===== src/rtl/qmad_pkg.sv =====
`default_nettype none
// ----------------------------------------------------------------------------
// qmad_pkg
// Shared constants and types of the four-channel moving average and distance
// map block.
// ----------------------------------------------------------------------------
package qmad_pkg;

    localparam int CHANNELS          = 4;
    localparam int OUT_W             = 10;
    localparam int DEF_WINDOW_LENGTH = 64;
    localparam int DEF_SAMPLE_BITS   = 10;

    localparam int QUEUE_DEPTH = 4;
    localparam int QUEUE_AW    = $clog2(QUEUE_DEPTH);

    localparam int          MAP_SCALE_BITS = 6;
    localparam logic [31:0] MAP_LOW_EDGE   = 32'h0000_2222;
    localparam logic [31:0] MAP_HIGH_EDGE  = 32'h0000_FFC0;
    localparam logic [OUT_W-1:0] MAP_NEAR   = OUT_W'(800);
    localparam logic [OUT_W-1:0] MAP_FAR    = OUT_W'(70);
    localparam logic [OUT_W-1:0] MAP_OFFSET = OUT_W'(913);
    localparam int MAP_SLOPE_NUM = 730;
    localparam int MAP_SLOPE_DEN = 56734;

    // On the sloped segment the scaled average stays below the upper edge.
    localparam int MAP_S_W       = 16;
    localparam int MAP_T_W       = 26;
    localparam int MAP_DIV_SHIFT = MAP_T_W + $clog2(MAP_SLOPE_DEN);
    localparam int MAP_M_W       = MAP_T_W + 2;
    localparam int MAP_DIV_W     = MAP_T_W + MAP_M_W;
    localparam logic [63:0] MAP_DIV_MULT =
        ((64'd1 << MAP_DIV_SHIFT) + 64'(MAP_SLOPE_DEN) - 64'd1) / 64'(MAP_SLOPE_DEN);

    typedef enum logic [1:0] {
        CLS_NEAR,
        CLS_FAR,
        CLS_SLOPE
    } t_map_class;

    typedef struct packed {
        logic                empty;
        logic [QUEUE_AW:0]   level;
    } t_queue_status;

endpackage
`default_nettype wire


===== src/rtl/qmad_out_if.sv =====
`default_nettype none
// ----------------------------------------------------------------------------
// qmad_out_if
// Result channel: four window averages and four distances per transfer.
// ----------------------------------------------------------------------------
interface qmad_out_if ();
    logic                       valid;
    logic                       ready;
    logic [qmad_pkg::OUT_W-1:0] average_ch0;
    logic [qmad_pkg::OUT_W-1:0] average_ch1;
    logic [qmad_pkg::OUT_W-1:0] average_ch2;
    logic [qmad_pkg::OUT_W-1:0] average_ch3;
    logic [qmad_pkg::OUT_W-1:0] distance_ch0;
    logic [qmad_pkg::OUT_W-1:0] distance_ch1;
    logic [qmad_pkg::OUT_W-1:0] distance_ch2;
    logic [qmad_pkg::OUT_W-1:0] distance_ch3;

    modport source (
        output valid, average_ch0, average_ch1, average_ch2, average_ch3,
               distance_ch0, distance_ch1, distance_ch2, distance_ch3,
        input  ready
    );
    modport sink (
        input  valid, average_ch0, average_ch1, average_ch2, average_ch3,
               distance_ch0, distance_ch1, distance_ch2, distance_ch3,
        output ready
    );
endinterface
`default_nettype wire


===== src/rtl/qmad_back.sv =====
`default_nettype none
// ----------------------------------------------------------------------------
// qmad_back
// Turns window sums into averages and mapped distances in a four-stage
// pipeline that ends in the output register.
// ----------------------------------------------------------------------------
module qmad_back #(
    parameter int WINDOW_LENGTH = qmad_pkg::DEF_WINDOW_LENGTH,
    parameter int SAMPLE_BITS   = qmad_pkg::DEF_SAMPLE_BITS
) (
    input  logic                    i_clk,
    input  logic                    i_rst_n,
    input  qmad_pkg::t_queue_status i_queue_status,
    input  logic [qmad_pkg::CHANNELS-1:0][SAMPLE_BITS+$clog2(WINDOW_LENGTH)-1:0] i_sums,
    output logic                    o_pop,
    qmad_out_if.source              o_results
);

    localparam int CH        = qmad_pkg::CHANNELS;
    localparam int OUT_W     = qmad_pkg::OUT_W;
    localparam int STAGES    = 4;
    localparam int POS_W     = $clog2(WINDOW_LENGTH);
    localparam int SUM_W     = SAMPLE_BITS + POS_W;
    localparam int AVG_K     = SUM_W + POS_W;
    localparam int AVG_M_W   = SUM_W + 2;
    localparam int AVG_PROD_W = SUM_W + AVG_M_W;
    localparam logic [63:0] AVG_MULT =
        ((64'd1 << AVG_K) + 64'(WINDOW_LENGTH) - 64'd1) / 64'(WINDOW_LENGTH);

    logic [STAGES-1:0] r_valid;
    logic [STAGES-1:0] en;

    logic [CH-1:0][AVG_PROD_W-1:0]         avg_prod;
    logic [CH-1:0][31:0]                   scaled;
    logic [CH-1:0][qmad_pkg::MAP_T_W-1:0]  slope_prod;
    logic [CH-1:0][qmad_pkg::MAP_DIV_W-1:0] div_prod;
    qmad_pkg::t_map_class [CH-1:0]         cls;
    logic [CH-1:0][OUT_W-1:0]              mapped;

    logic [CH-1:0][SAMPLE_BITS-1:0]        r_avg0;
    logic [CH-1:0][SAMPLE_BITS-1:0]        r_avg1;
    logic [CH-1:0][SAMPLE_BITS-1:0]        r_avg2;
    qmad_pkg::t_map_class [CH-1:0]         r_cls1;
    qmad_pkg::t_map_class [CH-1:0]         r_cls2;
    logic [CH-1:0][qmad_pkg::MAP_T_W-1:0]  r_t1;
    logic [CH-1:0][OUT_W-1:0]              r_q2;
    logic [CH-1:0][OUT_W-1:0]              r_average;
    logic [CH-1:0][OUT_W-1:0]              r_distance;

    always_comb begin
        en[STAGES-1] = !r_valid[STAGES-1] || o_results.ready;
        for (int k = STAGES - 2; k >= 0; k--) begin
            en[k] = !r_valid[k] || en[k+1];
        end
    end

    assign o_pop = !i_queue_status.empty && en[0];

    always_ff @(posedge i_clk) begin
        if (!i_rst_n) begin
            r_valid <= '0;
        end else begin
            if (en[0]) begin
                r_valid[0] <= o_pop;
            end
            for (int k = 1; k < STAGES; k++) begin
                if (en[k]) begin
                    r_valid[k] <= r_valid[k-1];
                end
            end
        end
    end

    always_comb begin
        for (int c = 0; c < CH; c++) begin
            avg_prod[c] = AVG_PROD_W'(i_sums[c]) * AVG_PROD_W'(AVG_MULT);
            scaled[c]   = 32'(r_avg0[c]) << qmad_pkg::MAP_SCALE_BITS;
            if (scaled[c] <= qmad_pkg::MAP_LOW_EDGE) begin
                cls[c] = qmad_pkg::CLS_NEAR;
            end else if (scaled[c] >= qmad_pkg::MAP_HIGH_EDGE) begin
                cls[c] = qmad_pkg::CLS_FAR;
            end else begin
                cls[c] = qmad_pkg::CLS_SLOPE;
            end
            slope_prod[c] = qmad_pkg::MAP_T_W'(scaled[c][qmad_pkg::MAP_S_W-1:0])
                            * qmad_pkg::MAP_T_W'(qmad_pkg::MAP_SLOPE_NUM);
            div_prod[c]   = qmad_pkg::MAP_DIV_W'(r_t1[c])
                            * qmad_pkg::MAP_DIV_W'(qmad_pkg::MAP_DIV_MULT);
            case (r_cls2[c])
                qmad_pkg::CLS_NEAR:  mapped[c] = qmad_pkg::MAP_NEAR;
                qmad_pkg::CLS_FAR:   mapped[c] = qmad_pkg::MAP_FAR;
                qmad_pkg::CLS_SLOPE: mapped[c] = qmad_pkg::MAP_OFFSET - r_q2[c];
                default:             mapped[c] = qmad_pkg::MAP_OFFSET - r_q2[c];
            endcase
        end
    end

    always_ff @(posedge i_clk) begin
        for (int c = 0; c < CH; c++) begin
            if (en[0]) begin
                r_avg0[c] <= avg_prod[c][AVG_K +: SAMPLE_BITS];
            end
            if (en[1]) begin
                r_avg1[c] <= r_avg0[c];
                r_cls1[c] <= cls[c];
                r_t1[c]   <= slope_prod[c];
            end
            if (en[2]) begin
                r_avg2[c] <= r_avg1[c];
                r_cls2[c] <= r_cls1[c];
                r_q2[c]   <= div_prod[c][qmad_pkg::MAP_DIV_SHIFT +: OUT_W];
            end
            if (en[3]) begin
                r_average[c]  <= OUT_W'(r_avg2[c]);
                r_distance[c] <= mapped[c];
            end
        end
    end

    assign o_results.valid        = r_valid[STAGES-1];
    assign o_results.average_ch0  = r_average[0];
    assign o_results.average_ch1  = r_average[1];
    assign o_results.average_ch2  = r_average[2];
    assign o_results.average_ch3  = r_average[3];
    assign o_results.distance_ch0 = r_distance[0];
    assign o_results.distance_ch1 = r_distance[1];
    assign o_results.distance_ch2 = r_distance[2];
    assign o_results.distance_ch3 = r_distance[3];

endmodule
`default_nettype wire


===== src/flat_wrapper.sv =====
// flat-port wrapper written by rule: the top's interface ports become plain ports
module qmad_back_flat 
#(
    parameter int WINDOW_LENGTH = qmad_pkg::DEF_WINDOW_LENGTH,
    parameter int SAMPLE_BITS   = qmad_pkg::DEF_SAMPLE_BITS
)
  (i_clk, i_rst_n, i_queue_status, i_sums, o_pop, o_results_valid, o_results_average_ch0, o_results_average_ch1, o_results_average_ch2, o_results_average_ch3, o_results_distance_ch0, o_results_distance_ch1, o_results_distance_ch2, o_results_distance_ch3, o_results_ready);
  qmad_out_if o_results_i ();
  input  logic i_clk;
  input  logic i_rst_n;
  input  qmad_pkg::t_queue_status i_queue_status;
  input  logic [qmad_pkg::CHANNELS-1:0][SAMPLE_BITS+$clog2(WINDOW_LENGTH)-1:0] i_sums;
  output logic o_pop;
  output wire logic [$bits(o_results_i.valid)-1:0] o_results_valid;
  output wire logic [$bits(o_results_i.average_ch0)-1:0] o_results_average_ch0;
  output wire logic [$bits(o_results_i.average_ch1)-1:0] o_results_average_ch1;
  output wire logic [$bits(o_results_i.average_ch2)-1:0] o_results_average_ch2;
  output wire logic [$bits(o_results_i.average_ch3)-1:0] o_results_average_ch3;
  output wire logic [$bits(o_results_i.distance_ch0)-1:0] o_results_distance_ch0;
  output wire logic [$bits(o_results_i.distance_ch1)-1:0] o_results_distance_ch1;
  output wire logic [$bits(o_results_i.distance_ch2)-1:0] o_results_distance_ch2;
  output wire logic [$bits(o_results_i.distance_ch3)-1:0] o_results_distance_ch3;
  input wire logic [$bits(o_results_i.ready)-1:0] o_results_ready;
  assign o_results_valid = o_results_i.valid;
  assign o_results_average_ch0 = o_results_i.average_ch0;
  assign o_results_average_ch1 = o_results_i.average_ch1;
  assign o_results_average_ch2 = o_results_i.average_ch2;
  assign o_results_average_ch3 = o_results_i.average_ch3;
  assign o_results_distance_ch0 = o_results_i.distance_ch0;
  assign o_results_distance_ch1 = o_results_i.distance_ch1;
  assign o_results_distance_ch2 = o_results_i.distance_ch2;
  assign o_results_distance_ch3 = o_results_i.distance_ch3;
  assign o_results_i.ready = o_results_ready;
  qmad_back #(.WINDOW_LENGTH(WINDOW_LENGTH), .SAMPLE_BITS(SAMPLE_BITS)) u_core (.i_clk(i_clk), .i_rst_n(i_rst_n), .i_queue_status(i_queue_status), .i_sums(i_sums), .o_pop(o_pop), .o_results(o_results_i));
endmodule

===== config.mk =====
export PLATFORM = sky130hd
export DESIGN_NAME = qmad_back_flat
export DESIGN_NICKNAME = d
export VERILOG_FILES = /design/src/rtl/qmad_pkg.sv /design/src/rtl/qmad_out_if.sv /design/src/rtl/qmad_back.sv /design/src/flat_wrapper.sv
export SDC_FILE = /design/constraint.sdc
export NUM_CORES = 2
export LEC_CHECK = 0
export ABC_AREA = 1
export BUFFER_PORTS_ARGS = -buffer_cell sky130_fd_sc_hd__buf_4
export CAP_MARGIN = 10
export CORE_ASPECT_RATIO = 1.75
export CORE_MARGIN = 2
export CORE_UTILIZATION = 57
export DETAILED_ROUTE_END_ITERATION = 16
export HOLD_SLACK_MARGIN = 0.02
export PLACE_DENSITY = 0.74
export SYNTH_ARGS = -nofsm -noshare
export SYNTH_HDL_FRONTEND = slang
export SYNTH_SLANG_ARGS = --single-unit

===== constraint.sdc =====
create_clock -name i_clk -period 11 [get_ports i_clk]
set_input_delay 0.55 -clock i_clk [delete_from_list [all_inputs] [get_ports i_clk]]
set_output_delay 0.55 -clock i_clk [all_outputs]
set_load 0.005 [all_outputs]

# After elaboration in Yosys (flattened, before gate mapping)
# Cells that the tools add are included.
# classes
magnitude_cmp,8
mul,8
n_mux,8
n_addsub,4
eq_ne,4
reduce_logical,14
# op_table
operator,n
"multiplier 19 x 27 -> 45 bit, second input constant",4
case mux 10 bit (2 select lines),4
"multiplier 10 x 9 -> 19 bit, second input constant",4
">= comparator 16 bit, second input constant",4
"<= comparator 16 x 14 -> 1 bit, second input constant",4
"subtractor 10 bit, first input constant",4
"equality test 2 x 1 -> 1 bit, second input constant",4
logical NOT 2 bit,4
two-way mux 2 bit,4
logical NOT 1 bit,5
logical OR 1 bit,4
logical AND 1 bit,1
# totals
word_cells,86
regBits,336
inputBits,71

# Logic depth before layout (Yosys ltp)
# logic_depth
depth_word,6
ltp_mapped,25
depth_no_buf,25

# Least setup slack after synthesis
# Ideal clock, no wire load.
# synth_timing
kind,in2reg
from,input port o_results_ready
to,"register u_core.r_avg0[0] (netlist bit), enable pin"
setup_time_ns,0.395
path_stages,8
t_arrival_ns,7.539
path_buffers,0
path_slack_ns,3.066
cell_sequence,nor2_1 inv_1 nor2_1 inv_1 nor2_1 inv_1 nor2_1 inv_1
# synth_between
elab_chain_len,4
# synth_rtl
element,line_no,rtl
"start, declared",flat_wrapper.sv:23,input wire logic [$bits(o_results_i.ready)-1:0] o_results_ready;
logical OR 1 bit,qmad_back.sv:51,en[STAGES-1] = !r_valid[STAGES-1] || o_results.ready;
net u_core.en[3],qmad_back.sv:31,logic [STAGES-1:0] en;
logical OR 1 bit,qmad_back.sv:53,en[k] = !r_valid[k] || en[k+1];
net u_core.en[2],qmad_back.sv:31,
logical OR 1 bit,qmad_back.sv:53,
net u_core.en[1],qmad_back.sv:31,
logical OR 1 bit,qmad_back.sv:53,
"end signal, assigned by index",qmad_back.sv:101,r_avg0[c] <= avg_prod[c][AVG_K +: SAMPLE_BITS];
"end, declared",qmad_back.sv:40,logic [CH-1:0][SAMPLE_BITS-1:0] r_avg0;
# The timed path passes the listed nets, and every way through them passes these cells.
# A chain may end at the register's enable or synchronous reset.

==> impl_metrics.tcl <==
set metrics [dict create \
    timing.rr.end "u_core.r_q2[14]$_DFFE_PP_" \
    crit_path_top_delay_cell "fa_1" \
    seq_area_um2 9809 \
    final.setup.tns_ns 0 \
    synth_warnings 0 \
    final.setup_skew_ns 0.02960 \
    htreeDepth 2 \
    die_area_um2 98990 \
    grt_pass1_vias 43202 \
    place.gp.congestion 1.004 \
    drc 0 \
    n_fill_cell 8047 \
    cts.sinks 328 \
    ys_ff_latch 328 \
    track_usage_pct 29.47 \
    grt_first_pass_wirelength_um 221200 \
    rows 150 \
    design.core.area_um2 95530 \
    synth-async-reset-ratio_pct 0 \
    root_buffer "clkbuf_16" \
    cp_max_fo 9 \
    drive_gt1_share_pct 4.214 \
    fin_crit_ns 6.222 \
    finalCritPeriodShare_pct 56.56 \
    cp_common_cell "fa_1" \
    rsz0062_at_grt "false" \
    cp_data_required_time_ns 11.31 \
    final_max_slew_viol_count 0 \
    numCtsBuffers 36 \
    multi_input_area_um2 38150 \
    grt_max_degree 65 \
    worstSkewPairLatency_ns 0.59 \
    crit_path_start "u_core.r_t1[43]$_DFFE_PP_" \
    max_stage_delay_ns 0.72 \
    hold_viol_final 0 \
    ios 153 \
    setup_violations 0 \
    max_slew_margin_pct 30.23 \
    worstSetupPathType "reg -> reg" \
    hpwl_um 124600 \
    portBuffers 125 \
    vias 38679 \
    wl_um 140500 \
    routedWlPerCell_um 19.15 \
    r2r_cells 18 \
    cts_tree "built" \
    yosysMostFrequentCell "inv_1" \
    first_iter_violations 1681 \
    r2r_start "u_core.r_t1[43]$_DFFE_PP_" \
    postCtsSetupBuffers 0 \
    chipHeight_um 414.7 \
    drv_cap 0 \
    start_util_pct 57.51 \
    end_kind "flop" \
    synth_edf_count 324 \
    diodes 0 \
    grt_overflow 0 \
    yosys-top-cells-area "fa_1 (33%), ha_1 (20%), edfxtp_1 (18%), inv_1 (13%), nand2_1 (6.4%)" \
    clockBufferDepth 3 \
    die_x_um 238.7 \
    path_cells "fa_1 -> inv_1 -> fa_1 -> inv_1 -> fa_1 -> fa_1 -> fa_1 -> inv_1 -> fa_1 -> inv_1 -> ha_1 -> nand2_1 -> nor2_1 -> nand2_1 -> nor2_1 -> nand4_1 -> nand4_1 -> nand2_1" \
    syn_inst 5932 \
    hp-class "in -> reg" \
    arrival_ns 6.53 \
    r2r_setup_slack_ns 4.78 \
    synth_top_area_cell "fa_1" \
    ant_nets 0 \
    ys_seq_area_share_pct 17.85 \
    cts_resized 0 \
    clock.fmax_mhz 160.7 \
    status "completed" \
    firstDrtPassIters 7 \
    area_growth_pct 6.693 \
    synth_top_area_share_pct 32.57 \
    ys.flop_type "edfxtp_1" \
    syn_area_um2 54940 \
    cts_hold_buffers 0 \
    antenna_found_initial 1 \
    clkTransAtPathRegs_ns 0.06 \
    vias_per_cell 5.271 \
    synth_common_cells "inv_1 (1852), nand2_1 (930), ha_1 (895), fa_1 (894), edfxtp_1 (324)" \
    worst_pin_slew_ns 1.045 \
    start_kind "flop" \
    nets 7954 \
    cp-endpoint "u_core.r_q2[14]$_DFFE_PP_" \
    synth_cell_types 40 \
    syn_area_per_cell_um2 9.262 \
    synth_nets 7792 \
]
[kinds of logic after synthesis]
| kind of cell | count (synthesis) | synth area share, % |
|---|---|---|
| XOR/XNOR | 75 | 1.196 |
| AND/OR/NAND/NOR | 1466 | 11.15 |
| buffers and inverters | 1861 | 12.72 |
| AO/OA/AOI/OAI | 413 | 4.127 |
| adder cells (fa/ha/maj) | 1789 | 52.96 |
| flip-flops | 328 | 17.85 |
[worst max-delay path, delay by kind of cell, from the launching register on]
| kind | cells | cell delay, ns |
|---|---|---|
| fa+ha+maj | 7 | 3.60 |
| simple gates | 7 | 1.39 |
| flops | 1 | 0.69 |
| buf+inv | 4 | 0.28 |
[placed cells by master, fill, tap and decap left out, drive strengths merged]
| cell | synthesis | routed |
|---|---|---|
| a21boi | 6 | 6 |
| a21o | 18 | 18 |
| a21oi | 210 | 210 |
| a31oi | 9 | 9 |
| a41oi | 3 | 3 |
| and2 | 3 | 3 |
| and3 | 2 | 2 |
| buf | 1 | 128 |
| bufinv | 0 | 4 |
| clkbuf | 3 | 44 |
| clkinv | 1 | 9 |
| clkinvlp | 0 | 5 |
| dfxtp | 4 | 4 |
| edfxtp | 324 | 324 |
| fa | 894 | 894 |
| ha | 895 | 895 |
| inv | 1856 | 1861 |
| nand2 | 942 | 942 |
| nand3 | 126 | 126 |
| nand3b | 5 | 5 |
| nand4 | 56 | 56 |
| nor2 | 266 | 266 |
| nor3 | 44 | 44 |
| nor4 | 10 | 10 |
| o2111ai | 2 | 2 |
| o21a | 13 | 13 |
| o21ai | 124 | 124 |
| o21bai | 26 | 26 |
| o31ai | 2 | 2 |
| or2 | 12 | 12 |
| xnor2 | 28 | 28 |
| xor2 | 47 | 47 |
[flip-flops by register name, indices dropped and copies added, names as in the netlist]
register,count
u_core.o_results.average_ch1,10
u_core.r_valid,4
u_core.o_results.average_ch3,10
u_core.r_avg2,40
u_core.o_results.distance_ch3,10
u_core.r_cls2,8
u_core.r_avg0,40
u_core.o_results.distance_ch1,10
u_core.r_avg1,40
u_core.o_results.distance_ch2,10
u_core.o_results.distance_ch0,10
u_core.o_results.average_ch2,10
u_core.r_t1,68
u_core.r_cls1,8
u_core.o_results.average_ch0,10
u_core.r_q2,40
[worst min-delay path by stage]
stage,startpoint,end,slack [ns],cells past startpoint
final,i_sums[44],u_core.r_avg0[26]$_DFFE_PN_,0.14,1
after floorplan,u_core.r_avg2[0]$_DFFE_PP_,u_core.o_results.average_ch0[0]$_DFFE_PP_,0.40,0
after global placement,u_core.r_avg2[1]$_DFFE_PP_,u_core.o_results.average_ch0[1]$_DFFE_PP_,0.40,0
after CTS,i_sums[12],u_core.r_avg0[6]$_DFFE_PN_,0.11,1
after detailed placement,u_core.r_avg2[19]$_DFFE_PP_,u_core.o_results.average_ch1[9]$_DFFE_PP_,0.40,0
after global routing,i_sums[58],u_core.r_avg0[34]$_DFFE_PN_,0.13,1
[metal layers]
| layer | vias up | part of all wire, % | GRT usage (%) | routed length [µm] |
|---|---|---|---|---|
| met5 | - | 0 | 0 | 0 |
| met4 | 0 | 9.3 | 22.73 | 13060 |
| met3 | 543 | 3.1 | 2.560 | 4372 |
| met2 | 1033 | 54 | 56.33 | 76530 |
| met1 | 18772 | 33 | 28.69 | 46570 |
| li1 | 18331 | - | - | - |
[stage by stage]
step,setup slack (ns),hold slack [ns],cell area (µm²),instances,util [%]
6_report,4.778,0.1388,58620,7338,61.36
5_1_grt,4.712,0.1253,58620,7338,61.36
4_1_cts,4.865,0.1062,58620,7338,61.36
3_5_place_dp,4.893,0.4045,57420,7272,60.10
2_1_floorplan,3.066,0.4003,54940,5932,-
3_3_place_gp,4.925,0.4022,57420,7272,60.10
[area by class of cell]
cell class	count	area share (%)
Clock buffer	44	1.624
Clock inverter	22	0.4290
Inverter	1857	11.90
Multi-Input combinational cell	3743	65.07
Sequential cell	328	16.73
Tap cell	1216	2.596
Timing Repair Buffer	128	1.639
Power is not shown: default switching activity piles up to over one toggle a cycle in this logic, so the estimate is an artifact.
