<file path="config.mk">
export PLATFORM = sky130hd
export DESIGN_NAME = qmad_queue
export DESIGN_NICKNAME = d
export VERILOG_FILES = /design/src/rtl/qmad_pkg.sv /design/src/rtl/qmad_queue.sv
export SDC_FILE = /design/constraint.sdc
export NUM_CORES = 1
export LEC_CHECK = 0
export BUFFER_PORTS_ARGS = -buffer_cell sky130_fd_sc_hd__buf_2
export CORE_ASPECT_RATIO = 0.6
export CORE_MARGIN = 1.5
export CORE_UTILIZATION = 49
export CTS_BUF_LIST = sky130_fd_sc_hd__clkbuf_16
export CTS_CLUSTER_SIZE = 12
export DETAILED_ROUTE_END_ITERATION = 7
export PLACE_DENSITY_LB_ADDON = 0.05
export SLEW_MARGIN = 20
export SYNTH_ARGS = -nofsm -noshare
export SYNTH_HDL_FRONTEND = slang
export SYNTH_SLANG_ARGS = --single-unit
</file>
<file path="constraint.sdc">
create_clock -name i_clk -period 3.2 [get_ports i_clk]
set_input_delay 0.48 -clock i_clk [delete_from_list [all_inputs] [get_ports i_clk]]
set_output_delay 0.48 -clock i_clk [all_outputs]
set_load 0.005 [all_outputs]
</file>
<file path="src/rtl/qmad_pkg.sv">
`default_nettype none
// ----------------------------------------------------------------------------
// qmad_pkg
// Shared constants and types of the four-channel moving average and distance
// map block.
// ----------------------------------------------------------------------------
package qmad_pkg;

    localparam int CHANNELS          = 4;
    localparam int OUT_W             = 10;
    localparam int DEF_WINDOW_LENGTH = 64;
    localparam int DEF_SAMPLE_BITS   = 10;

    localparam int QUEUE_DEPTH = 4;
    localparam int QUEUE_AW    = $clog2(QUEUE_DEPTH);

    localparam int          MAP_SCALE_BITS = 6;
    localparam logic [31:0] MAP_LOW_EDGE   = 32'h0000_2222;
    localparam logic [31:0] MAP_HIGH_EDGE  = 32'h0000_FFC0;
    localparam logic [OUT_W-1:0] MAP_NEAR   = OUT_W'(800);
    localparam logic [OUT_W-1:0] MAP_FAR    = OUT_W'(70);
    localparam logic [OUT_W-1:0] MAP_OFFSET = OUT_W'(913);
    localparam int MAP_SLOPE_NUM = 730;
    localparam int MAP_SLOPE_DEN = 56734;

    // On the sloped segment the scaled average stays below the upper edge.
    localparam int MAP_S_W       = 16;
    localparam int MAP_T_W       = 26;
    localparam int MAP_DIV_SHIFT = MAP_T_W + $clog2(MAP_SLOPE_DEN);
    localparam int MAP_M_W       = MAP_T_W + 2;
    localparam int MAP_DIV_W     = MAP_T_W + MAP_M_W;
    localparam logic [63:0] MAP_DIV_MULT =
        ((64'd1 << MAP_DIV_SHIFT) + 64'(MAP_SLOPE_DEN) - 64'd1) / 64'(MAP_SLOPE_DEN);

    typedef enum logic [1:0] {
        CLS_NEAR,
        CLS_FAR,
        CLS_SLOPE
    } t_map_class;

    typedef struct packed {
        logic                empty;
        logic [QUEUE_AW:0]   level;
    } t_queue_status;

endpackage
`default_nettype wire

</file>
<file path="src/rtl/qmad_queue.sv">
`default_nettype none
// ----------------------------------------------------------------------------
// qmad_queue
// Short first-in first-out queue of window sums between front and back.
// ----------------------------------------------------------------------------
module qmad_queue #(
    parameter int DATA_W = 64
) (
    input  logic                    i_clk,
    input  logic                    i_rst_n,
    input  logic                    i_push,
    input  logic [DATA_W-1:0]       i_data,
    input  logic                    i_pop,
    output logic [DATA_W-1:0]       o_data,
    output qmad_pkg::t_queue_status o_status
);

    localparam int AW = qmad_pkg::QUEUE_AW;

    logic [DATA_W-1:0] r_slot [qmad_pkg::QUEUE_DEPTH];
    logic [AW-1:0]     r_wr_ptr;
    logic [AW-1:0]     r_rd_ptr;
    logic [AW:0]       r_level;
    logic [AW:0]       n_level;

    always_comb begin
        case ({i_push, i_pop})
            2'b10:   n_level = r_level + 1'b1;
            2'b01:   n_level = r_level - 1'b1;
            default: n_level = r_level;
        endcase
    end

    always_ff @(posedge i_clk) begin
        if (!i_rst_n) begin
            r_wr_ptr <= '0;
            r_rd_ptr <= '0;
            r_level  <= '0;
        end else begin
            if (i_push) begin
                r_wr_ptr <= r_wr_ptr + 1'b1;
            end
            if (i_pop) begin
                r_rd_ptr <= r_rd_ptr + 1'b1;
            end
            r_level <= n_level;
        end
    end

    always_ff @(posedge i_clk) begin
        if (i_push) begin
            r_slot[r_wr_ptr] <= i_data;
        end
    end

    assign o_data         = r_slot[r_rd_ptr];
    assign o_status.empty = (r_level == '0);
    assign o_status.level = r_level;

endmodule
`default_nettype wire

</file>
Word level (Yosys, flattened, before mapping). Memories as Yosys holds them, arrays and structs flattened. A register that Yosys moved wholly into a read port is not among the register bits. Index checks and enable logic that the tools add are counted.

Memories: 1. Register bits after elaboration: 7. Bits of input ports: 68. Word-level logic and storage cells: 17. Memory bits (writable): 256.

$add $sub $neg: 4. Muxes and demuxes: 5. Reductions and logical operators: 2. Equal/unequal tests: 2.

Memories: r_slot (depth 4, width 64, read ports 1, clocked after Yosys merged registers in 1, write ports 1, RTL line qmad_queue.sv:20) `logic [DATA_W-1:0] r_slot [qmad_pkg::QUEUE_DEPTH];`.

Operators by type and width (count): 3-bit one-hot mux with 2 select lines (1); 2-bit by 1-bit adder with 2-bit output, second input constant (2); 2-bit two-way mux (2); 3-bit by 1-bit adder with 3-bit output, second input constant (1); 3-bit logical NOT (1); 3-bit by 1-bit subtractor with 3-bit output, second input constant (1); 2-bit by 1-bit == test with 1-bit output, second input constant (1); 2-bit == test, second input constant (1); 1-bit two-way mux (2); 2-bit nonzero test (1).

Longest topological paths before layout. Gate-level depths: netlist (run 1).

Depth after elaboration: 3. Mapped depth: 7.

Least setup slack after synthesis (run 1). OpenSTA, ideal clock, no wires.

Kind: register to register. Start point: reg r_wr_ptr[0]. End point: mem r_slot[0][0], enable pin. Path slack: 0.725 ns. Data arrival time: 2.046 ns. Data required time: 2.771 ns. Clock period less this slack: 2.475 ns. Path buffers: 0. Cell stages (with the launch flop): 4. Cell sequence: dfxtp_1 > inv_1 > ha_1 > and2_1.

RTL lines: from (decl) (RTL line qmad_queue.sv:21) `logic [AW-1:0] r_wr_ptr;`; from (signal assigned) (RTL line qmad_queue.sv:41) `r_wr_ptr <= r_wr_ptr + 1'b1;`; to (decl) (RTL line qmad_queue.sv:20).

Straight into the memory's write port.

==> impl_metrics.sql, run 1 <==
INSERT INTO impl_metrics (metric_group, metric, value, unit) VALUES
('run_status', 'run_status', 'completed', ''),
('timing', 'max_slew_margin', '54.2', '%'),
('timing', 'largest_clock_skew_in_the_final_design', '0.00984', 'ns'),
('global_routing', 'globalRoute.totalOverflow', '0', ''),
('placed_design', 'portBuffers', '135', ''),
('timing', 'worst_hold_slack', '0.180', 'ns'),
('yosys', 'async_s_r_ff_share_synth', '0', '%'),
('yosys', 'yosys_warnings', '0', ''),
('yosys', 'ys_seq_elements', '265', ''),
('final_layout', 'post_route_cells_drive_above_1_share', '42.5', '%'),
('routing', 'drt_iter0_drc', '296', ''),
('routing', 'drtAntennaViolNets', '0', ''),
('timing', 'final-hold-violation-count', '0', ''),
('yosys', 'synthTopCellsByArea', 'sky130_fd_sc_hd__edfxtp_1 79%, sky130_fd_sc_hd__mux4_2 14%, sky130_fd_sc_hd__dfxtp_1 1.8%', ''),
('yosys', 'synth_top_flop_cell', 'sky130_fd_sc_hd__edfxtp_1', ''),
('yosys', 'adder_cell_fraction_of_synth_area', '0.847', '%'),
('global_routing', 'grt_util_all_layers', '17.1', '%'),
('cts', 'cts_htree_levels', '1', ''),
('power', 'p_leak', '3.95', 'nW'),
('worst_setup_path', 'worst-endpoint-required', '2.72', 'ns'),
('timing', 'report.final.setup_viol', '0', ''),
('cts', 'cts_sink_count', '265', ''),
('yosys', 'synthDistinctLibCells', '21', ''),
('cts', 'cts-root-to-sink-buffers', '3', ''),
('yosys', 'synth_area_in_compound_gates', '0.180', '%'),
('yosys', 'syn-instance-count', '379', ''),
('floorplan', 'die_width', '185', 'um'),
('timing', 'finalMaxSlewViolations', '0', ''),
('worst_setup_path', 'critPathCaptureType', 'primary output', ''),
('routing', 'drt-wirelength-per-cell', '20.8', 'um'),
('yosys', 'yosys.area.top_type_share', '78.8', '%'),
('job', 'maxCapViolCount', '0', ''),
('floorplan', 'overall_die_area', '0.0208', 'mm^2'),
('worst_setup_path', 'timing.critical_path.buf_inv', '2', ''),
('global_routing', 'antenna_found_initial', '4', ''),
('yosys', 'synth_sequential_area_ratio', '80.7', '%'),
('placed_design', 'dpl_worst_slack', '1.06', 'ns'),
('cts', 'clkTransAtPathRegs', '0.06', 'ns'),
('floorplan', 'pin_count', '136', ''),
('timing', 'layout_min_cycle_time', '2.62', 'ns'),
('worst_setup_path', 'worstSetupPathType', 'reg -> out', ''),
('yosys', 'post-synth-top-area-cell', 'sky130_fd_sc_hd__edfxtp_1', ''),
('final_layout', 'finish.net_count', '609', ''),
('floorplan', 'core', '0.0193', 'mm^2'),
('yosys', 'synth.cells.most_frequent', '256 x sky130_fd_sc_hd__edfxtp_1, 60 x sky130_fd_sc_hd__mux4_2, 10 x sky130_fd_sc_hd__and2_1', ''),
('yosys', 'synthMostInstantiatedCell', 'sky130_fd_sc_hd__edfxtp_1', ''),
('placed_design', 'gpl.final_weighted_congestion', '0.716', ''),
('final_layout', 'filler_cell_count', '1391', ''),
('worst_setup_path', 'cp-start-kind', 'flip-flop', ''),
('cts', 'insertion_delay', '0.51', 'ns'),
('cts', 'postCtsSetupRepairBufs', '0', ''),
('worst_setup_path', 'worstPathCellList', 'buf_12, mux4_2, buf_2', ''),
('yosys', 'postSynthNetCount', '453', ''),
('global_routing', 'grt_first_pass_wirelength', '26200', 'um'),
('cts', 'clock-root-buffer', 'sky130_fd_sc_hd__clkbuf_16', ''),
('timing', 'fin_setup_tns', '0', 'ns'),
('timing', 'max_slew.worst_pin.slew', '0.686', 'ns'),
('floorplan', 'fp-row-count', '39', ''),
('routing', 'drt-total-wl', '17100', 'um'),
('global_routing', 'grt_pass1_vias', '4581', ''),
('global_routing', 'grt_busiest_layer', 'met2', ''),
('yosys', 'multiplexer_share_of_the_synthesized_area', '15.0', '%'),
('worst_setup_path', 'critPathSlowestCell', 'sky130_fd_sc_hd__dfxtp_4', ''),
('cts', 'cts_buffers', '26', ''),
('power', 'vdd_drop_max', '0.424', 'mV'),
('routing', 'remaining_drc_errors', '0', ''),
('placed_design', 'hpwl', '10200', 'um'),
('routing', 'route.vias.total', '4322', ''),
('final_layout', 'synthToLayoutAreaGrowth', '18.1', '%'),
('routing', 'vias_per_cell', '5.25', ''),
('floorplan', 'die-height', '112', 'um');
## path summary, 6_finish.rpt
path	start	endpoint	slack, ns	cells past startpoint
worst min register to register	r_level[2]	r_level[2]	0.53	2
worst max register to register	r_wr_ptr[0]	r_slot[0][53]	1.42	4
worst max-delay path	flip-flop	o_data[49]	0.58	3
worst min-delay path	i_data[52]	r_slot[0][52]	0.18	1
## cell type report
| type | instances | area, um^2 | area share (%) |
|---|---|---|---|
| diodes | 2 | 5.00 | 0.0435 |
| multi-input cells | 94 | 1710 | 14.8 |
| repair buffers | 142 | 816 | 7.08 |
| flip-flops and latches | 265 | 7880 | 68.4 |
| clock buffers | 27 | 676 | 5.87 |
| clock inverters | 21 | 83.8 | 0.728 |
| well taps | 266 | 333 | 2.89 |
| inverters | 6 | 22.5 | 0.196 |
## stage by stage
stage	power, mW	util, %	cells	instance area, um^2
3_5_place_dp	4.80	55.8	773	10800
6_report	7.38	59.8	823	11500
3_3_place_gp	4.78	55.8	773	10800
2_1_floorplan	4.50	-	379	9750
5_1_grt	7.67	59.7	821	11500
4_1_cts	7.48	59.7	821	11500
## state kept, by name, summed over array words and instances (netlist names), named ones only
| name | flops |
|---|---|
| r_slot | 256 |
| r_level | 3 |
| r_rd_ptr | 2 |
| r_wr_ptr | 2 |
## cells by family (layout without fill, tap and decap cells)
| family | Yosys count | after routing |
|---|---|---|
| flops | 265 | 265 |
| xor+xnor | 5 | 5 |
| buf+inv | 20 | 196 |
| compound gates | 3 | 3 |
| mux | 65 | 65 |
| other cells | 0 | 2 |
| simple gates | 15 | 15 |
| fa+ha+maj | 6 | 6 |
## metal layers
layer / vias to the layer above / share of wire (%)
met4: 4 / 1.7
met2: 126 / 47
met1: 2235 / 44
li1: 1932 / -
met5: - / 0.12
met3: 25 / 7.7
## layout by cell type (no fill, tap or decap), types with 3 or more instances in the layout
cell type,instances
sky130_fd_sc_hd__dfxtp_1,7
sky130_fd_sc_hd__clkbuf_16,27
sky130_fd_sc_hd__buf_2,135
sky130_fd_sc_hd__ha_1,5
sky130_fd_sc_hd__and2_4,4
sky130_fd_sc_hd__and2_1,6
sky130_fd_sc_hd__mux4_1,4
sky130_fd_sc_hd__xor2_1,3
sky130_fd_sc_hd__mux4_2,60
sky130_fd_sc_hd__buf_12,7
sky130_fd_sc_hd__inv_1,25
sky130_fd_sc_hd__edfxtp_1,256
## worst register-to-register path: cells and delay by family, from the launching register on
kind                       cells  cell delay [ns]
adders and majority gates      1             0.15
buffers and inverters          2             0.40
DFF                            1             0.34
and+or+nand+nor                1             0.55
## power breakdown
group,leakage [nW],switching [mW],internal (mW)
Clock,0.440,1.16,1.51
Sequential,2.43,0.0677,3.98
Combinational,1.09,0.317,0.342
Total,3.95,1.55,5.83
Note: power is estimated with default switching activity, not from simulation.
==> run 2, diff against run 1 <==
--- a/config.mk
+++ b/config.mk
@@ -5,6 +5,7 @@
 export SDC_FILE = /design/constraint.sdc
 export NUM_CORES = 1
 export LEC_CHECK = 0
+export ABC_AREA = 1
 export BUFFER_PORTS_ARGS = -buffer_cell sky130_fd_sc_hd__buf_2
 export CORE_ASPECT_RATIO = 0.6
 export CORE_MARGIN = 1.5
==> constraint.sdc (replaced) <==
create_clock -name i_clk -period 2.5 [get_ports i_clk]
set_input_delay 0.375 -clock i_clk [delete_from_list [all_inputs] [get_ports i_clk]]
set_output_delay 0.375 -clock i_clk [all_outputs]
set_load 0.005 [all_outputs]
==> impl_metrics.sql, run 2 <==
INSERT INTO impl_metrics (metric_group, metric, value, unit) VALUES
('routing', 'first_pass_iters', '5', ''),
('global_routing', 'globalRoute.totalOverflow', '0', ''),
('yosys', 'synth_top_family_by_area', 'compound AO/OA/AOI/OAI gates', ''),
('final_layout', 'finish.net_count', '886', ''),
('worst_setup_path', 'critical_path_arrival', '1.96', 'ns'),
('timing', 'maximum_operating_frequency', '428', 'MHz'),
('placed_design', 'portBuffers', '135', ''),
('final_layout', 'post_route_cells_drive_above_1_share', '22.6', '%'),
('worst_setup_path', 'worst-endpoint-required', '2.12', 'ns'),
('timing', 'max_slew.worst_pin.slew', '0.435', 'ns'),
('yosys', 'yosys.area.top_type_share', '77.4', '%'),
('min_path', 'hold_path_class', 'in -> reg', ''),
('yosys', 'adder_cell_fraction_of_synth_area', '0.832', '%'),
('final_layout', 'most_frequent_standard_cell_in_the_layout_excluding_fill_and_tap_cells', 'sky130_fd_sc_hd__edfxtp_1', ''),
('yosys', 'synthMostInstantiatedCell', 'sky130_fd_sc_hd__edfxtp_1', ''),
('yosys', 'post-synth-top-area-cell', 'sky130_fd_sc_hd__edfxtp_1', ''),
('timing', 'max_slew_margin', '71.0', '%'),
('timing', 'fin_setup_tns', '0', 'ns'),
('job', 'maxCapViolCount', '0', ''),
('routing', 'route.vias.total', '5964', ''),
('timing', 'report.final.setup_viol', '0', ''),
('cts', 'holdBufCountCts', '0', ''),
('worst_setup_path', 'reg2reg_slack', '0.83', 'ns'),
('final_layout', 'most-common-layout-cells', '256 x sky130_fd_sc_hd__edfxtp_1, 135 x sky130_fd_sc_hd__buf_2, 131 x sky130_fd_sc_hd__nor2_1, 78 x sky130_fd_sc_hd__o21ai_0, 64 x sky130_fd_sc_hd__o22ai_1', ''),
('global_routing', 'antenna_found_initial', '6', ''),
('placed_design', 'hpwl', '11300', 'um'),
('floorplan', 'die-height', '113', 'um'),
('yosys', 'synth_top_flop_cell', 'sky130_fd_sc_hd__edfxtp_1', ''),
('yosys', 'synth.cell_area', '0.00993', 'mm^2'),
('final_layout', 'largest_register_ff_count', '256', ''),
('final_layout', 'synthToLayoutAreaGrowth', '17.8', '%'),
('placed_design', 'total_placed_cells_including_tap_cells', '1054', ''),
('yosys', 'ys_seq_elements', '265', ''),
('routing', 'drt-total-wl', '21600', 'um'),
('routing', 'remaining_drc_errors', '0', ''),
('routing', 'vias_per_cell', '5.44', ''),
('global_routing', 'grt_util_all_layers', '19.6', '%'),
('worst_setup_path', 'worstSetupPathType', 'reg -> out', ''),
('yosys', 'async_s_r_ff_share_synth', '0', '%'),
('yosys', 'post_synth_and_or_nand_nor_area_fraction', '5.46', '%'),
('timing', 'largest_clock_skew_in_the_final_design', '0.00639', 'ns'),
('floorplan', 'die_width', '187', 'um'),
('floorplan', 'fp-row-count', '40', ''),
('floorplan', 'pin_count', '136', ''),
('floorplan', 'core', '0.0199', 'mm^2'),
('global_routing', 'grt_max_degree', '99', ''),
('cts', 'cts_htree_levels', '1', ''),
('cts', 'insertion_delay', '0.51', 'ns'),
('global_routing', 'grt_first_pass_wirelength', '31800', 'um'),
('worst_setup_path', 'worst-path-max-fanout', '49', ''),
('timing', 'final-hold-violation-count', '0', ''),
('power', 'powerDensity', '803', 'mW/mm^2'),
('cts', 'cts_tree', 'done', ''),
('power', 'p_leak', '4.16', 'nW'),
('yosys', 'edff_count_synth', '256', ''),
('yosys', 'syn-instance-count', '675', ''),
('yosys', 'synth_sequential_area_ratio', '79.2', '%'),
('routing', 'drt-wirelength-per-cell', '19.7', 'um'),
('cts', 'cts-root-to-sink-buffers', '3', ''),
('timing', 'finalMaxSlewViolations', '0', ''),
('yosys', 'synth.avg_cell_area', '14.7', 'um^2'),
('power', 'vdd_drop_max', '0.666', 'mV'),
('yosys', 'synth-xor-area-share', '0', '%'),
('worst_setup_path', 'cp-start-kind', 'flip-flop', ''),
('cts', 'clkTransAtPathRegs', '0.06', 'ns'),
('cts', 'cts_sink_count', '265', ''),
('final_layout', 'layout_top_registers', 'r_slot (256), r_level (3)', ''),
('timing', 'layout_min_cycle_time', '2.34', 'ns'),
('yosys', 'synth.cells.most_frequent', '256 x sky130_fd_sc_hd__edfxtp_1, 131 x sky130_fd_sc_hd__nor2_1, 78 x sky130_fd_sc_hd__o21ai_0', ''),
('floorplan', 'start_util', '49.9', '%'),
('timing', 'rsz_0062_raised_after_global_routing', 'false', ''),
('worst_setup_path', 'critPathCaptureType', 'primary output', ''),
('routing', 'drtAntennaViolNets', '0', ''),
('routing', 'drt_iter0_drc', '476', ''),
('final_layout', 'registers.top_by_ff_count', 'r_slot', ''),
('run_status', 'run_status', 'completed', ''),
('yosys', 'synth_area_in_compound_gates', '11.0', '%'),
('yosys', 'synthTopCellsByArea', 'sky130_fd_sc_hd__edfxtp_1 77%, sky130_fd_sc_hd__nor2_1 5.0%, sky130_fd_sc_hd__o22ai_1 4.0%', ''),
('timing', 'final_cycle_utilization_of_the_critical_path', '93.5', '%'),
('yosys', 'synthDistinctLibCells', '21', ''),
('yosys', 'multiplexer_share_of_the_synthesized_area', '0', '%'),
('cts', 'clock-root-buffer', 'sky130_fd_sc_hd__clkbuf_16', ''),
('yosys', 'yosys_warnings', '0', ''),
('yosys', 'postSynthNetCount', '749', ''),
('floorplan', 'overall_die_area', '0.0212', 'mm^2'),
('placed_design', 'gpl.final_weighted_congestion', '0.745', ''),
('global_routing', 'grt_pass1_vias', '5876', ''),
('cts', 'cts_buffers', '26', ''),
('final_layout', 'finish.cell_count_without_fillers', '1097', '');
[run 2: cell types whose count changed after synthesis, sizes merged, moves of 20 or more]
cell and delta:
o22ai +64, clkbuf +20, mux4 -64, nor2 +131
o21ai +132
[run 2: what timing repair did]
item | in CTS | in global routing
setup buffers | 0 | 1
resized for setup | 1 | 3
setup endpoints to repair | 1 | 18
gates cloned | 0 | 2
endpoints found under the hold margin | 0 | 0
[run 2: layout make-up]
cell class / count / area [um^2]
fillers: 1609 / 8220
flip-flops and latches: 265 / 7870
multi-input cells: 352 / 1720
repair buffers: 150 / 967
clock buffers: 27 / 676
well taps: 273 / 342
inverters: 17 / 71.3
clock inverters: 11 / 46.3
diodes: 2 / 5.00
[run 2: path summary, 6_finish.rpt]
check / from / endpoint / cells past startpoint
worst max-delay path: flip-flop / o_data[31] / 4
worst min-delay path: i_data[20] / r_slot[2][20] / 1
worst max register to register: r_wr_ptr[0] / r_slot[2][25] / 5
worst min register to register: r_rd_ptr[1] / flip-flop / 1
[run 2: kinds of logic (layout without fill, tap and decap cells)]
kind of cell	Yosys count	after routing
AND/OR/NAND/NOR	143	143
adder cells (fa/ha/maj)	6	6
flip-flops	265	265
AO/OA/AOI/OAI	203	203
buffers and inverters	58	205
other	0	2
[run 2: per-stage QoR]
stage / util (%) / power (mW) / worst slack [ns] / hold slack (ns) / cell area, um^2
detailed placement: 54.7 / 6.06 / 0.540 / 0.451 / 10900
CTS: 58.3 / 9.45 / 0.00591 / 0.0471 / 11600
finish: 58.7 / 9.39 / 0.162 / 0.0664 / 11700
floorplan: - / 5.66 / 0.249 / 0.412 / 9930
global placement: 54.7 / 6.03 / 0.580 / 0.457 / 10900
global route: 58.7 / 9.76 / 0.0903 / 0.0518 / 11700
[run 2: power by group]
group	total (mW)	switching [mW]	internal, mW
clock network	3.39	1.48	1.91
logic	0.872	0.546	0.326
registers	5.13	0.0553	5.07
total	9.39	2.09	7.31
[run 2: critical path, stage by stage, from the launching register on]
cell	delay, ns
sky130_fd_sc_hd__dfxtp_4	0.54
sky130_fd_sc_hd__buf_16	0.29
sky130_fd_sc_hd__o21ai_0	0.12
sky130_fd_sc_hd__o22ai_1	0.30
sky130_fd_sc_hd__buf_2	0.18
[run 2: layer usage]
metal | track usage (%) | wire, um
met3 | 6.02 | 1870
met2 | 32.8 | 10200
met4 | 4.73 | 325
met1 | 25.4 | 9150
met5 | 0 | 45
